[config.mk]
export PLATFORM = sky130hd
export DESIGN_NAME = modular_arithmetic_unit
export DESIGN_NICKNAME = d
export VERILOG_FILES = /design/src/design/mau_pkg.sv /design/src/design/mau_ctrl.sv /design/src/design/mau_datapath.sv /design/src/design/modular_arithmetic_unit.sv
export VERILOG_INCLUDE_DIRS = /design/src /design/src/design
export SDC_FILE = /design/constraint.sdc
export NUM_CORES = 2
export LEC_CHECK = 0
export BUFFER_PORTS_ARGS = -buffer_cell sky130_fd_sc_hd__buf_2
export CAP_MARGIN = 20
export CORE_AREA = 4 4 387 579
export CTS_BUF_LIST = sky130_fd_sc_hd__clkbuf_8
export DETAILED_ROUTE_END_ITERATION = 10
export DIE_AREA = 0 0 391 583
export PLACE_DENSITY = 0.55
export SYNTH_ARGS = -nofsm -noshare
export SYNTH_HDL_FRONTEND = slang
export SYNTH_SLANG_ARGS = --single-unit
[constraint.sdc]
create_clock -name i_clk -period 15.6 [get_ports i_clk]
set_input_delay 2.34 -clock i_clk [delete_from_list [all_inputs] [get_ports i_clk]]
set_output_delay 2.34 -clock i_clk [all_outputs]
set_load 0.005 [all_outputs]
[src/design/modular_arithmetic_unit_defines.svh]
// Assertion macros for the modular arithmetic unit.
// Included by modules that carry concurrent checks; depends on nothing.
`ifndef MODULAR_ARITHMETIC_UNIT_DEFINES_SVH
`define MODULAR_ARITHMETIC_UNIT_DEFINES_SVH

`ifndef SYNTHESIS
// Check a condition at every clock edge outside reset
`define MAU_CHECK(label, clk, rst_n, cond) \
    label: assert property (@(posedge clk) disable iff (!rst_n) (cond)) \
        else $error("modular_arithmetic_unit: check failed");
// Check that a trigger implies a consequence in the next cycle
`define MAU_CHECK_NEXT(label, clk, rst_n, ante, cons) \
    label: assert property (@(posedge clk) disable iff (!rst_n) (ante) |=> (cons)) \
        else $error("modular_arithmetic_unit: sequence check failed");
`else
`define MAU_CHECK(label, clk, rst_n, cond)
`define MAU_CHECK_NEXT(label, clk, rst_n, ante, cons)
`endif

`endif

[src/design/mau_pkg.sv]
// Shared types and constants of the modular arithmetic unit.
// Used by the controller, the datapath and the top level; no dependencies.
package mau_pkg;

    localparam int ResBits = 30;
    localparam int ExpBits = 63;
    localparam int RawBits = 64;
    localparam int ProdBits = 2 * ResBits;
    localparam int RedLen = RawBits;
    localparam int CntBits = $clog2(RedLen + 1);
    localparam logic [ResBits-1:0] ModReset = ResBits'(998244353);

    typedef enum logic [2:0] {
        OP_REDUCE  = 3'd0,
        OP_ADD     = 3'd1,
        OP_SUB     = 3'd2,
        OP_MUL     = 3'd3,
        OP_DIV     = 3'd4,
        OP_POW     = 3'd5,
        OP_INVERSE = 3'd6,
        OP_NEGATE  = 3'd7
    } t_op;

    typedef enum logic [4:0] {
        ST_IDLE,
        ST_CHECK,
        ST_RAW_WAIT,
        ST_A_WAIT,
        ST_B_START,
        ST_B_WAIT,
        ST_DISPATCH,
        ST_MUL_WAIT,
        ST_POW_TEST,
        ST_ACC_WAIT,
        ST_SQ_START,
        ST_SQ_WAIT,
        ST_FIN_WAIT,
        ST_DONE
    } t_state;

    typedef enum logic [4:0] {
        DP_NOP,
        DP_LOAD,
        DP_RED_RAW,
        DP_RAW_FIX,
        DP_RED_A,
        DP_WB_A,
        DP_RED_B,
        DP_WB_B,
        DP_ADD,
        DP_SUB,
        DP_NEG,
        DP_ZERO,
        DP_MUL_AB,
        DP_WB_RES,
        DP_POW_INIT,
        DP_INV_INIT_A,
        DP_INV_INIT_B,
        DP_MUL_ACC,
        DP_WB_ACC,
        DP_MUL_SQ,
        DP_WB_SQ,
        DP_MUL_ACC_A,
        DP_RES_ACC,
        DP_PUSH
    } t_dp_cmd;

    typedef struct packed {
        t_dp_cmd cmd;
    } t_ctrl_cmd;

    typedef struct packed {
        logic busy;
        logic e_zero;
        logic e_lsb;
        logic a_zero;
        logic b_zero;
        logic mod_small;
        t_op  op;
    } t_dp_status;

endpackage

[src/design/mau_ctrl.sv]
// Controller state machine of the modular arithmetic unit.
// Sequences datapath commands per operation; depends on mau_pkg.
module mau_ctrl (
    input  logic                 i_clk,
    input  logic                 i_rst_n,
    input  logic                 i_in_valid,
    output logic                 o_in_stall,
    output logic                 o_out_valid,
    input  logic                 i_out_stall,
    output logic                 o_cfg_ready,
    input  mau_pkg::t_dp_status  i_status,
    output mau_pkg::t_ctrl_cmd   o_cmd
);

    mau_pkg::t_state r_state;
    mau_pkg::t_state n_state;
    logic            r_out_valid;
    logic            n_out_valid;
    logic            out_free;

    // Output register can take a result when empty or being drained
    assign out_free    = !r_out_valid || !i_out_stall;
    assign o_out_valid = r_out_valid;
    assign o_in_stall  = (r_state != mau_pkg::ST_IDLE);
    assign o_cfg_ready = (r_state == mau_pkg::ST_IDLE);

    // Hold state and output valid
    always_ff @(posedge i_clk) begin
        if (!i_rst_n) begin
            r_state     <= mau_pkg::ST_IDLE;
            r_out_valid <= 1'b0;
        end else begin
            r_state     <= n_state;
            r_out_valid <= n_out_valid;
        end
    end

    // Next state and datapath commands
    always_comb begin
        n_state     = r_state;
        o_cmd.cmd   = mau_pkg::DP_NOP;
        n_out_valid = r_out_valid && i_out_stall;
        case (r_state)
            mau_pkg::ST_IDLE: begin
                if (i_in_valid) begin
                    o_cmd.cmd = mau_pkg::DP_LOAD;
                    n_state   = mau_pkg::ST_CHECK;
                end
            end
            mau_pkg::ST_CHECK: begin
                if (i_status.mod_small) begin
                    o_cmd.cmd = mau_pkg::DP_ZERO;
                    n_state   = mau_pkg::ST_DONE;
                end else if (i_status.op == mau_pkg::OP_REDUCE) begin
                    o_cmd.cmd = mau_pkg::DP_RED_RAW;
                    n_state   = mau_pkg::ST_RAW_WAIT;
                end else begin
                    o_cmd.cmd = mau_pkg::DP_RED_A;
                    n_state   = mau_pkg::ST_A_WAIT;
                end
            end
            mau_pkg::ST_RAW_WAIT: begin
                if (!i_status.busy) begin
                    o_cmd.cmd = mau_pkg::DP_RAW_FIX;
                    n_state   = mau_pkg::ST_DONE;
                end
            end
            mau_pkg::ST_A_WAIT: begin
                if (!i_status.busy) begin
                    o_cmd.cmd = mau_pkg::DP_WB_A;
                    n_state   = mau_pkg::ST_B_START;
                end
            end
            mau_pkg::ST_B_START: begin
                o_cmd.cmd = mau_pkg::DP_RED_B;
                n_state   = mau_pkg::ST_B_WAIT;
            end
            mau_pkg::ST_B_WAIT: begin
                if (!i_status.busy) begin
                    o_cmd.cmd = mau_pkg::DP_WB_B;
                    n_state   = mau_pkg::ST_DISPATCH;
                end
            end
            mau_pkg::ST_DISPATCH: begin
                n_state = mau_pkg::ST_DONE;
                case (i_status.op)
                    mau_pkg::OP_ADD:    o_cmd.cmd = mau_pkg::DP_ADD;
                    mau_pkg::OP_SUB:    o_cmd.cmd = mau_pkg::DP_SUB;
                    mau_pkg::OP_NEGATE: o_cmd.cmd = mau_pkg::DP_NEG;
                    mau_pkg::OP_MUL: begin
                        o_cmd.cmd = mau_pkg::DP_MUL_AB;
                        n_state   = mau_pkg::ST_MUL_WAIT;
                    end
                    mau_pkg::OP_POW: begin
                        o_cmd.cmd = mau_pkg::DP_POW_INIT;
                        n_state   = mau_pkg::ST_POW_TEST;
                    end
                    mau_pkg::OP_INVERSE: begin
                        if (i_status.a_zero) begin
                            o_cmd.cmd = mau_pkg::DP_ZERO;
                        end else begin
                            o_cmd.cmd = mau_pkg::DP_INV_INIT_A;
                            n_state   = mau_pkg::ST_POW_TEST;
                        end
                    end
                    mau_pkg::OP_DIV: begin
                        if (i_status.b_zero) begin
                            o_cmd.cmd = mau_pkg::DP_ZERO;
                        end else begin
                            o_cmd.cmd = mau_pkg::DP_INV_INIT_B;
                            n_state   = mau_pkg::ST_POW_TEST;
                        end
                    end
                    default: o_cmd.cmd = mau_pkg::DP_ZERO;
                endcase
            end
            mau_pkg::ST_MUL_WAIT: begin
                if (!i_status.busy) begin
                    o_cmd.cmd = mau_pkg::DP_WB_RES;
                    n_state   = mau_pkg::ST_DONE;
                end
            end
            mau_pkg::ST_POW_TEST: begin
                if (i_status.e_zero) begin
                    if (i_status.op == mau_pkg::OP_DIV) begin
                        o_cmd.cmd = mau_pkg::DP_MUL_ACC_A;
                        n_state   = mau_pkg::ST_FIN_WAIT;
                    end else begin
                        o_cmd.cmd = mau_pkg::DP_RES_ACC;
                        n_state   = mau_pkg::ST_DONE;
                    end
                end else if (i_status.e_lsb) begin
                    o_cmd.cmd = mau_pkg::DP_MUL_ACC;
                    n_state   = mau_pkg::ST_ACC_WAIT;
                end else begin
                    o_cmd.cmd = mau_pkg::DP_MUL_SQ;
                    n_state   = mau_pkg::ST_SQ_WAIT;
                end
            end
            mau_pkg::ST_ACC_WAIT: begin
                if (!i_status.busy) begin
                    o_cmd.cmd = mau_pkg::DP_WB_ACC;
                    n_state   = mau_pkg::ST_SQ_START;
                end
            end
            mau_pkg::ST_SQ_START: begin
                o_cmd.cmd = mau_pkg::DP_MUL_SQ;
                n_state   = mau_pkg::ST_SQ_WAIT;
            end
            mau_pkg::ST_SQ_WAIT: begin
                if (!i_status.busy) begin
                    o_cmd.cmd = mau_pkg::DP_WB_SQ;
                    n_state   = mau_pkg::ST_POW_TEST;
                end
            end
            mau_pkg::ST_FIN_WAIT: begin
                if (!i_status.busy) begin
                    o_cmd.cmd = mau_pkg::DP_WB_RES;
                    n_state   = mau_pkg::ST_DONE;
                end
            end
            mau_pkg::ST_DONE: begin
                // Move the result into the output register once it is free
                if (out_free) begin
                    o_cmd.cmd   = mau_pkg::DP_PUSH;
                    n_out_valid = 1'b1;
                    n_state     = mau_pkg::ST_IDLE;
                end
            end
            default: n_state = mau_pkg::ST_IDLE;
        endcase
    end

endmodule

[src/design/mau_datapath.sv]
// Datapath of the modular arithmetic unit: operand and power registers,
// one 30x30 multiplier and a bit-serial remainder unit; depends on mau_pkg.
module mau_datapath (
    input  logic                          i_clk,
    input  logic                          i_rst_n,
    input  logic                          i_cfg_valid,
    input  logic                          i_cfg_ready,
    input  logic [mau_pkg::ResBits-1:0]   i_cfg_modulus,
    input  logic [2:0]                    i_op,
    input  logic [mau_pkg::ResBits-1:0]   i_operand_a,
    input  logic [mau_pkg::ResBits-1:0]   i_operand_b,
    input  logic [mau_pkg::ExpBits-1:0]   i_exponent,
    input  logic signed [mau_pkg::RawBits-1:0] i_raw_integer,
    input  mau_pkg::t_ctrl_cmd            i_cmd,
    output mau_pkg::t_dp_status           o_status,
    output logic [mau_pkg::ResBits-1:0]   o_result_value
);

    logic [mau_pkg::ResBits-1:0]  r_mod;
    mau_pkg::t_op                 r_op;
    logic [mau_pkg::ResBits-1:0]  r_a;
    logic [mau_pkg::ResBits-1:0]  r_b;
    logic [mau_pkg::ResBits-1:0]  r_acc;
    logic [mau_pkg::ResBits-1:0]  r_sq;
    logic [mau_pkg::ExpBits-1:0]  r_exp;
    logic [mau_pkg::RawBits-1:0]  r_raw;
    logic [mau_pkg::ResBits-1:0]  r_res;
    logic [mau_pkg::ResBits-1:0]  r_out;
    logic [mau_pkg::RawBits-1:0]  r_x;
    logic [mau_pkg::ResBits-1:0]  r_rem;
    logic [mau_pkg::CntBits-1:0]  r_cnt;

    logic [mau_pkg::ResBits:0]    shifted;
    logic [mau_pkg::ResBits:0]    mod_ext;
    logic [mau_pkg::ResBits-1:0]  n_rem;
    logic [mau_pkg::ResBits-1:0]  mul_x;
    logic [mau_pkg::ResBits-1:0]  mul_y;
    logic [mau_pkg::ProdBits-1:0] prod;
    logic [mau_pkg::RawBits-1:0]  raw_mag;
    logic [mau_pkg::ResBits:0]    sum;
    logic [mau_pkg::ResBits-1:0]  add_res;
    logic [mau_pkg::ResBits-1:0]  sub_res;
    logic [mau_pkg::ResBits-1:0]  neg_res;
    logic [mau_pkg::ResBits-1:0]  raw_res;
    logic                         start;

    // One restoring remainder step: shift in the next dividend bit
    assign mod_ext = {1'b0, r_mod};
    assign shifted = {r_rem, r_x[mau_pkg::RawBits-1]};
    always_comb begin
        if (shifted >= mod_ext) begin
            n_rem = mau_pkg::ResBits'(shifted - mod_ext);
        end else begin
            n_rem = shifted[mau_pkg::ResBits-1:0];
        end
    end

    // Select multiplier operands
    always_comb begin
        mul_x = r_a;
        mul_y = r_b;
        case (i_cmd.cmd)
            mau_pkg::DP_MUL_ACC: begin
                mul_x = r_acc;
                mul_y = r_sq;
            end
            mau_pkg::DP_MUL_SQ: begin
                mul_x = r_sq;
                mul_y = r_sq;
            end
            mau_pkg::DP_MUL_ACC_A: begin
                mul_x = r_acc;
                mul_y = r_a;
            end
            default: begin
                mul_x = r_a;
                mul_y = r_b;
            end
        endcase
    end
    assign prod = mul_x * mul_y;

    // Magnitude of the signed integer for reduce
    assign raw_mag = r_raw[mau_pkg::RawBits-1] ? (~r_raw + 1'b1) : r_raw;

    // Combinational residue operations on reduced operands and the sign fix for reduce
    assign sum     = {1'b0, r_a} + {1'b0, r_b};
    assign add_res = (sum >= mod_ext) ? mau_pkg::ResBits'(sum - mod_ext)
                                      : sum[mau_pkg::ResBits-1:0];
    assign sub_res = (r_a >= r_b) ? (r_a - r_b) : (r_mod - (r_b - r_a));
    assign neg_res = (r_a == '0) ? '0 : (r_mod - r_a);
    assign raw_res = (r_raw[mau_pkg::RawBits-1] && (r_rem != '0)) ? (r_mod - r_rem) : r_rem;

    assign start = (i_cmd.cmd == mau_pkg::DP_RED_RAW) || (i_cmd.cmd == mau_pkg::DP_RED_A) ||
                   (i_cmd.cmd == mau_pkg::DP_RED_B) || (i_cmd.cmd == mau_pkg::DP_MUL_AB) ||
                   (i_cmd.cmd == mau_pkg::DP_MUL_ACC) || (i_cmd.cmd == mau_pkg::DP_MUL_SQ) ||
                   (i_cmd.cmd == mau_pkg::DP_MUL_ACC_A);

    // Modulus register and remainder counter
    always_ff @(posedge i_clk) begin
        if (!i_rst_n) begin
            r_mod <= mau_pkg::ModReset;
            r_cnt <= '0;
        end else begin
            if (i_cfg_valid && i_cfg_ready) begin
                r_mod <= i_cfg_modulus;
            end
            if (start) begin
                r_cnt <= mau_pkg::CntBits'(mau_pkg::RedLen);
            end else if (r_cnt != '0) begin
                r_cnt <= r_cnt - 1'b1;
            end
        end
    end

    // Payload registers: advance the remainder unit and apply commands
    always_ff @(posedge i_clk) begin
        if (r_cnt != '0) begin
            r_rem <= n_rem;
            r_x   <= {r_x[mau_pkg::RawBits-2:0], 1'b0};
        end
        case (i_cmd.cmd)
            mau_pkg::DP_LOAD: begin
                r_op  <= mau_pkg::t_op'(i_op);
                r_a   <= i_operand_a;
                r_b   <= i_operand_b;
                r_exp <= i_exponent;
                r_raw <= i_raw_integer;
            end
            mau_pkg::DP_RED_RAW: begin
                r_x   <= raw_mag;
                r_rem <= '0;
            end
            mau_pkg::DP_RED_A: begin
                r_x   <= mau_pkg::RawBits'(r_a);
                r_rem <= '0;
            end
            mau_pkg::DP_RED_B: begin
                r_x   <= mau_pkg::RawBits'(r_b);
                r_rem <= '0;
            end
            mau_pkg::DP_MUL_AB, mau_pkg::DP_MUL_ACC, mau_pkg::DP_MUL_SQ,
            mau_pkg::DP_MUL_ACC_A: begin
                r_x   <= mau_pkg::RawBits'(prod);
                r_rem <= '0;
            end
            mau_pkg::DP_RAW_FIX:  r_res <= raw_res;
            mau_pkg::DP_WB_A:     r_a   <= r_rem;
            mau_pkg::DP_WB_B:     r_b   <= r_rem;
            mau_pkg::DP_ADD:      r_res <= add_res;
            mau_pkg::DP_SUB:      r_res <= sub_res;
            mau_pkg::DP_NEG:      r_res <= neg_res;
            mau_pkg::DP_ZERO:     r_res <= '0;
            mau_pkg::DP_WB_RES:   r_res <= r_rem;
            mau_pkg::DP_POW_INIT: begin
                r_acc <= mau_pkg::ResBits'(1);
                r_sq  <= r_a;
            end
            mau_pkg::DP_INV_INIT_A: begin
                r_acc <= mau_pkg::ResBits'(1);
                r_sq  <= r_a;
                r_exp <= mau_pkg::ExpBits'(r_mod - mau_pkg::ResBits'(2));
            end
            mau_pkg::DP_INV_INIT_B: begin
                r_acc <= mau_pkg::ResBits'(1);
                r_sq  <= r_b;
                r_exp <= mau_pkg::ExpBits'(r_mod - mau_pkg::ResBits'(2));
            end
            mau_pkg::DP_WB_ACC:   r_acc <= r_rem;
            mau_pkg::DP_WB_SQ: begin
                r_sq  <= r_rem;
                r_exp <= r_exp >> 1;
            end
            mau_pkg::DP_RES_ACC:  r_res <= r_acc;
            mau_pkg::DP_PUSH:     r_out <= r_res;
            default: ;
        endcase
    end

    // Status toward the controller
    assign o_status.busy      = (r_cnt != '0);
    assign o_status.e_zero    = (r_exp == '0);
    assign o_status.e_lsb     = r_exp[0];
    assign o_status.a_zero    = (r_a == '0);
    assign o_status.b_zero    = (r_b == '0);
    assign o_status.mod_small = (r_mod[mau_pkg::ResBits-1:1] == '0);
    assign o_status.op        = r_op;

    assign o_result_value = r_out;

endmodule

[src/design/modular_arithmetic_unit.sv]
// Modular arithmetic unit: reduce, add, sub, mul, div, pow, inverse, negate.
// Every modular reduction shifts all 64 dividend bits through the bit-serial remainder unit.
// One transaction at a time; a finished result waits in the output register.
// Reset (synchronous, active low) clears control and sets modulus 998244353.
`include "modular_arithmetic_unit_defines.svh"

module modular_arithmetic_unit (
    input  logic                              i_clk,
    input  logic                              i_rst_n,
    input  logic                              i_cfg_valid,
    output logic                              o_cfg_ready,
    input  logic [mau_pkg::ResBits-1:0]       i_cfg_modulus,
    input  logic                              i_in_valid,
    output logic                              o_in_stall,
    input  logic [2:0]                        i_op,
    input  logic [mau_pkg::ResBits-1:0]       i_operand_a,
    input  logic [mau_pkg::ResBits-1:0]       i_operand_b,
    input  logic [mau_pkg::ExpBits-1:0]       i_exponent,
    input  logic signed [mau_pkg::RawBits-1:0] i_raw_integer,
    output logic                              o_out_valid,
    input  logic                              i_out_stall,
    output logic [mau_pkg::ResBits-1:0]       o_result_value
);

    mau_pkg::t_ctrl_cmd  cmd;
    mau_pkg::t_dp_status status;

    // Sequence the operation
    mau_ctrl u_ctrl (
        .i_clk       (i_clk),
        .i_rst_n     (i_rst_n),
        .i_in_valid  (i_in_valid),
        .o_in_stall  (o_in_stall),
        .o_out_valid (o_out_valid),
        .i_out_stall (i_out_stall),
        .o_cfg_ready (o_cfg_ready),
        .i_status    (status),
        .o_cmd       (cmd)
    );

    // Compute on residues
    mau_datapath u_datapath (
        .i_clk          (i_clk),
        .i_rst_n        (i_rst_n),
        .i_cfg_valid    (i_cfg_valid),
        .i_cfg_ready    (o_cfg_ready),
        .i_cfg_modulus  (i_cfg_modulus),
        .i_op           (i_op),
        .i_operand_a    (i_operand_a),
        .i_operand_b    (i_operand_b),
        .i_exponent     (i_exponent),
        .i_raw_integer  (i_raw_integer),
        .i_cmd          (cmd),
        .o_status       (status),
        .o_result_value (o_result_value)
    );

    // A new transaction is never taken while the remainder unit runs
    `MAU_CHECK(a_idle_reducer, i_clk, i_rst_n, !o_in_stall |-> !status.busy)
    // An accepted transaction stalls the input on the next cycle
    `MAU_CHECK_NEXT(a_busy_after_accept, i_clk, i_rst_n, i_in_valid && !o_in_stall, o_in_stall)
    // A squaring or accumulate multiply command sets the remainder unit busy
    `MAU_CHECK_NEXT(a_start_idle, i_clk, i_rst_n,
        cmd.cmd == mau_pkg::DP_MUL_SQ || cmd.cmd == mau_pkg::DP_MUL_ACC, status.busy)

endmodule

Yosys cells after proc, flatten, opt, wreduce, memory -nomap -nowiden
Index checks and enable logic that the tools add are counted.
Storage, ports and cells
  input bits: 225
  bits in writable memories: 0
  register bits after elaboration: 447
  memories: 0
  bits in read-only memories: 0
  bits in latches: 0
Operators by class
  multiplexer cells: 53
  shift-type cells: 0
  order comparisons: 3
  reductions and logical operators: 40
  add/subtract/negate cells: 11
  $mul: 1
  bitwise operators: 2
  equal/unequal tests: 50
  divide/modulo/power cells: 0
Operators by type and width (number)
  $pmux 30 s2: 5
  $pmux 64 s4: 1
  $pmux 30 s7: 1
  $sub 30x30->30: 7
  $pmux 63 s3: 1
  $mux 30: 5
  $mux 64: 2
  $pmux 30 s3: 1
  $mux 5: 15
  $eq 5x4->1 const B: 14
  $pmux 5 s13: 1
  $add 64x1->64 const B: 1
  $not 64->64: 1
  $logic_not 63->1: 1
  $ge 31x30->1: 2
  $logic_not 30->1: 2
  $mul 30x30->60: 1
  $pmux 5 s12: 1
  $eq 5x3->1 const B: 8
  $eq 5x5->1 const B: 8
  $pmux 5 s7: 1
  $add 30x30->31: 1
  $sub 30x2->31 const B: 1
  $ge 30x30->1: 1
  31 further kinds: 78

Longest topological paths before layout
  depth in word-level cells: 12
  depth in mapped cells: 44
  depth with buffers taken out: 41

Modules after synthesis
From an unflattened synthesis, not the netlist that was laid out.
Second synthesis, totals
  cells, all modules: 7216
  area total of the unflattened synthesis: 63110.5 um^2
Modules (own cells, without submodules)
  mau_datapath: cells each 7087, area each 62273.5 um^2, instances 1
  mau_ctrl: cells each 129, area each 837.1 um^2, instances 1

Worst setup path before layout
No wires, ideal clock.
  path type: input -> register
  start point: in i_out_stall
  end point: reg u_datapath.r_x[52] (netlist name), data pin
  stages on the path: 34
  path slack: 1867 ps
  arrival time: 13597 ps
  data required time: 15465 ps
  cell sequence: nand2_1 > nor3b_1 > a211oi_1 > nor2_4 > buf_1 > nor3_1 > a221oi_1 > clkbuf_1 > nor2_1 > fa_1 > fa_1 > inv_1 > fa_1 > fa_1 > inv_1 > fa_1 > fa_1 > fa_1 > inv_1 > fa_1 > inv_1 > ha_1 > clkbuf_1 > nand3_1 > nor4_1 > inv_1 > nor3_1 > a21oi_1 > o31ai_1 > nand2_1 > o21ai_0 > a21oi_1 > or4b_2 > nand3_1
Between the ends
  word-level cells in the longest chain between the ends: 9
RTL lines
  start, declared: RTL line modular_arithmetic_unit.sv:21  | input logic i_out_stall,
  $logic_not 1->1 *: RTL line mau_ctrl.sv:22  | assign out_free = !r_out_valid || !i_out_stall;
  $logic_or 1x1->1 *: RTL line mau_ctrl.sv:22
  $mux 5 *: RTL line mau_ctrl.sv:164  | if (out_free) begin
  $pmux 5 s13 *: RTL line mau_ctrl.sv:43  | case (r_state)
  $eq 5x5->1: RTL line mau_datapath.sv:62, mau_datapath.sv:122
  $reduce_or 2->1 (no line)
  $pmux 30 s2: RTL line mau_datapath.sv:62  | case (i_cmd.cmd)
  $mul 30x30->60: RTL line mau_datapath.sv:81  | assign prod = mul_x * mul_y;
  $pmux 64 s4 *: RTL line mau_datapath.sv:122  | case (i_cmd.cmd)
  end signal, assigned: RTL line mau_datapath.sv:120  | r_x <= {r_x[mau_pkg::RawBits-2:0], 1'b0};
  end signal, assigned: RTL line mau_datapath.sv:131  | r_x <= raw_mag;
  end signal, assigned: RTL line mau_datapath.sv:135  | r_x <= mau_pkg::RawBits'(r_a);
  end, declared: RTL line mau_datapath.sv:29  | logic [mau_pkg::RawBits-1:0] r_x;
Every way passes the cells marked *; elsewhere a longest branch is shown, timed or not.
A chain may end at the register's enable or synchronous reset.

Final worst setup path
  start point: reg u_datapath.r_mod[1] (netlist name)
  end point: reg u_datapath.r_x[52] (netlist name), data pin
Between the ends
  word-level cells in the longest chain between the ends: 8
RTL lines
  start, declared: RTL line mau_datapath.sv:19  | logic [mau_pkg::ResBits-1:0] r_mod;
  start signal, assigned: RTL line mau_datapath.sv:102  | r_mod <= mau_pkg::ModReset;
  start signal, assigned: RTL line mau_datapath.sv:106  | r_mod <= i_cfg_modulus;
  $logic_not 29->1 *: RTL line mau_datapath.sv:186  | assign o_status.mod_small = (r_mod[mau_pkg::ResBits-1:1] == '0);
  $mux 5 *: RTL line mau_ctrl.sv:51  | if (i_status.mod_small) begin
  $pmux 5 s13 *: RTL line mau_ctrl.sv:43
  $eq 5x5->1: RTL line mau_datapath.sv:62, mau_datapath.sv:122
  $reduce_or 2->1 (no line)
  $pmux 30 s2: RTL line mau_datapath.sv:62
  $mul 30x30->60: RTL line mau_datapath.sv:81
  $pmux 64 s4 *: RTL line mau_datapath.sv:122
Marked as above.

==> reports/summary.txt <==
num ports -> 258
Slowest Stage Delay on Critical Path -> 0.90 ns
hold_buf cts -> 0
starting density of the core -> 28.9%
Post-Synthesis Net Count -> 8,658
upper clock frequency limit -> 0.0743 GHz
die area -> 228,000 sq um
routed length per instance -> 29.6 microns
layout net count -> 8,828
HP Start -> u_datapath.r_res[17]$_DFFE_PP_
most common cell in the netlist -> inv_1
via count of the routed design -> 57,500
Worst-path clk slew -> 0.07 ns
async set-or-reset flop fraction in the synthesized netlist -> 0%
instance area at placement -> 68,400 sq um
crit path capture type -> flip-flop
worst max-slew margin expressed relative to the limit -> 17.0%
relative area change from synthesis to final layout -> 10.9%
part of the Yosys area used for sequential elements -> 20.1%
mean number of vias per cell -> 5.60
Detailed Route WL -> 304 mm
remaining design rule violation count -> 22
final-layout fill cell count -> 23,100
dominant register cell in the synthesized netlist -> edfxtp_1
number of hold violations in the final report -> 0
startpoint-to-endpoint class of the critical path -> flip-flop to flip-flop
post-CTS setup-driven buffer insertion count -> 0
global placement routability congestion -> 1.06
number of unique standard cell types used by synthesis -> 93
Worst setup startpoint -> u_datapath.r_mod[1]$_SDFFE_PN0P_
EDFF count, synth -> 374
deepest clock path buffer count -> 3
maximum clock skew at final layout -> 0.124 ns
final design utilization -> 32.0%
run status -> complete, but fails checks
Worst path slowest cell -> and2_1
leading area contributor after synthesis -> fa_1
TritonCTS clock tree -> yes
Crit path required time -> 16.26 ns
vias in the first global route -> 60,000
total area of sequential cells -> 12,700 sq um
total of cells resized after clock tree synthesis -> 0
Final min period -> 13.46 ns
top cell types by occurrence after synthesis -> 1,099 x inv_1, 815 x fa_1, 774 x nand2_1, 773 x nor2_1, 459 x ha_1
Min-Delay Path Class -> flip-flop to flip-flop
unrepaired setup endpoints after global routing -> no
wire length of the first global-routing pass -> 431 mm
post-detail-place hpwl -> 244 mm
flip-flop and latch count after synthesis -> 446
summed instance area of the synthesized netlist -> 63,100 sq um
cells taking the most area after synthesis -> fa_1 26%, edfxtp_1 18%, ha_1 9.1%
area share of the leading cell type in the synthesized netlist -> 25.8%
pin count of the biggest net entering global routing -> 93
RR Startpoint -> u_datapath.r_mod[1]$_SDFFE_PN0P_
gr usage total -> 26.4%
Fin Setup TNS -> 0 ns
count of synthesis-stage warnings from yosys -> 0
Data arrival, critical path -> 14.12 ns
proportion of layout cells with a drive suffix above 1 -> 9.87%
multi-input gate area in the final layout -> 45,200 sq um
DRC marker count from the first detailed-route iteration -> 5,836
final hold slack -> 0.423 ns
total CTS buffers -> 70
H-tree levels -> 3
startpoint type of the worst setup path -> flip-flop
Antenna Nets Post-Route -> 0
number of instances in the synthesized netlist -> 7,159
clock latency of the later-clocked register in the worst-skew pair -> 0.84 ns
overall overflow remaining after global route -> 0
transition time at the pin with the least slew margin -> 1.23 ns
mean post-synth cell area -> 8.82 sq um
number of slew-limit violations in the final report -> 0
post-route cell area -> 70,100 sq um
initial antenna violation count -> 41
Root Buffer -> clkbuf_8
fraction of the cycle the final worst path needs -> 86.3%
Max-Cap Viols -> 0
count of input and output buffers -> 257
final-report setup violation count -> 0
core region area -> 219,000 sq um
violated checks -> design-rule violations
Die X -> 391 microns
clock sink total -> 446
iteration count of the initial detailed-routing pass -> 11
Placement Rows -> 210
biggest regs -> u_datapath.r_raw x64, u_datapath.r_x x64, u_datapath.r_exp x63
die extent in y -> 583 microns
critical path peak fanout -> 30
CP dominant cell by count -> fa_1
[cells in the final DEF (no fill, tap or decap), types with 101 or more instances in the layout]
cell type and count:
edfxtp_1 374, ha_1 459, o21ai_0 292, fa_1 815, a21oi_1 338, nand2_1 769, nor3_1 101, nand3_1 140
buf_2 259, buf_4 207, nor2_1 765, xnor2_1 246, inv_1 1111
[cell families (layout without fill, tap and decap cells)]
kind of cell	after synthesis	count (layout)	synth area share (%)
buffers and inverters	1471	1696	8.95
XOR/XNOR	318	318	4.41
AND/OR/NAND/NOR	2175	2175	15.2
adder cells (fa/ha/maj)	1274	1274	34.9
multiplexers	67	67	1.13
other	0	31	0
AO/OA/AOI/OAI	1408	1408	15.3
flip-flops	446	446	20.1
[worst paths after layout]
path | end | slack [ns] | cells after the start
worst max register to register | u_datapath.r_x[52]$_DFFE_PP_ | 2.14 | 39
worst max-delay path | u_datapath.r_x[52]$_DFFE_PP_ | 2.14 | 39
worst min register to register | u_datapath.o_result_value[17]$_DFFE_PN_ | 0.42 | 0
worst min-delay path | u_datapath.o_result_value[17]$_DFFE_PN_ | 0.42 | 0
[metrics by stage]
stage          worst slack, ns  instances
2_1_floorplan             1.87       7159
3_3_place_gp              2.21      10100
3_5_place_dp              2.15      10100
4_1_cts                   2.29      10200
5_1_grt                   1.68      10300
6_report                  2.14      10300
[final cells by class]
cell class,count,area share [%]
multi-input combinational,5242,64.5
sequential,446,18.1
inverter,1099,5.89
tap,2862,5.11
timing repair buffer,470,4.17
clock buffer,76,1.49
clock inverter,51,0.636
antenna,31,0.111
[critical path: cells and delay by family, from the launching register on]
kind	cells	cell delay (ns)
flops	1	0.31
fa+ha+maj	10	4.89
compound gates	6	1.65
simple gates	14	5.19
buf+inv	9	1.30
[routing by layer]
layer | vias to the layer above | routed length, microns | part of all wire, % | global-route usage (%)
li1 | 24400 | - | - | -
met3 | 1237 | 23900 | 7.9 | 5.66
met4 | 30 | 38200 | 13 | 26.7
met5 | - | 177 | 0.058 | 0
met2 | 3173 | 142000 | 47 | 43.5
met1 | 28600 | 100000 | 33 | 27.1
Power is left out: the tool's default activity adds up to more than one toggle a clock period on the data nets, which glitch-free logic cannot reach.
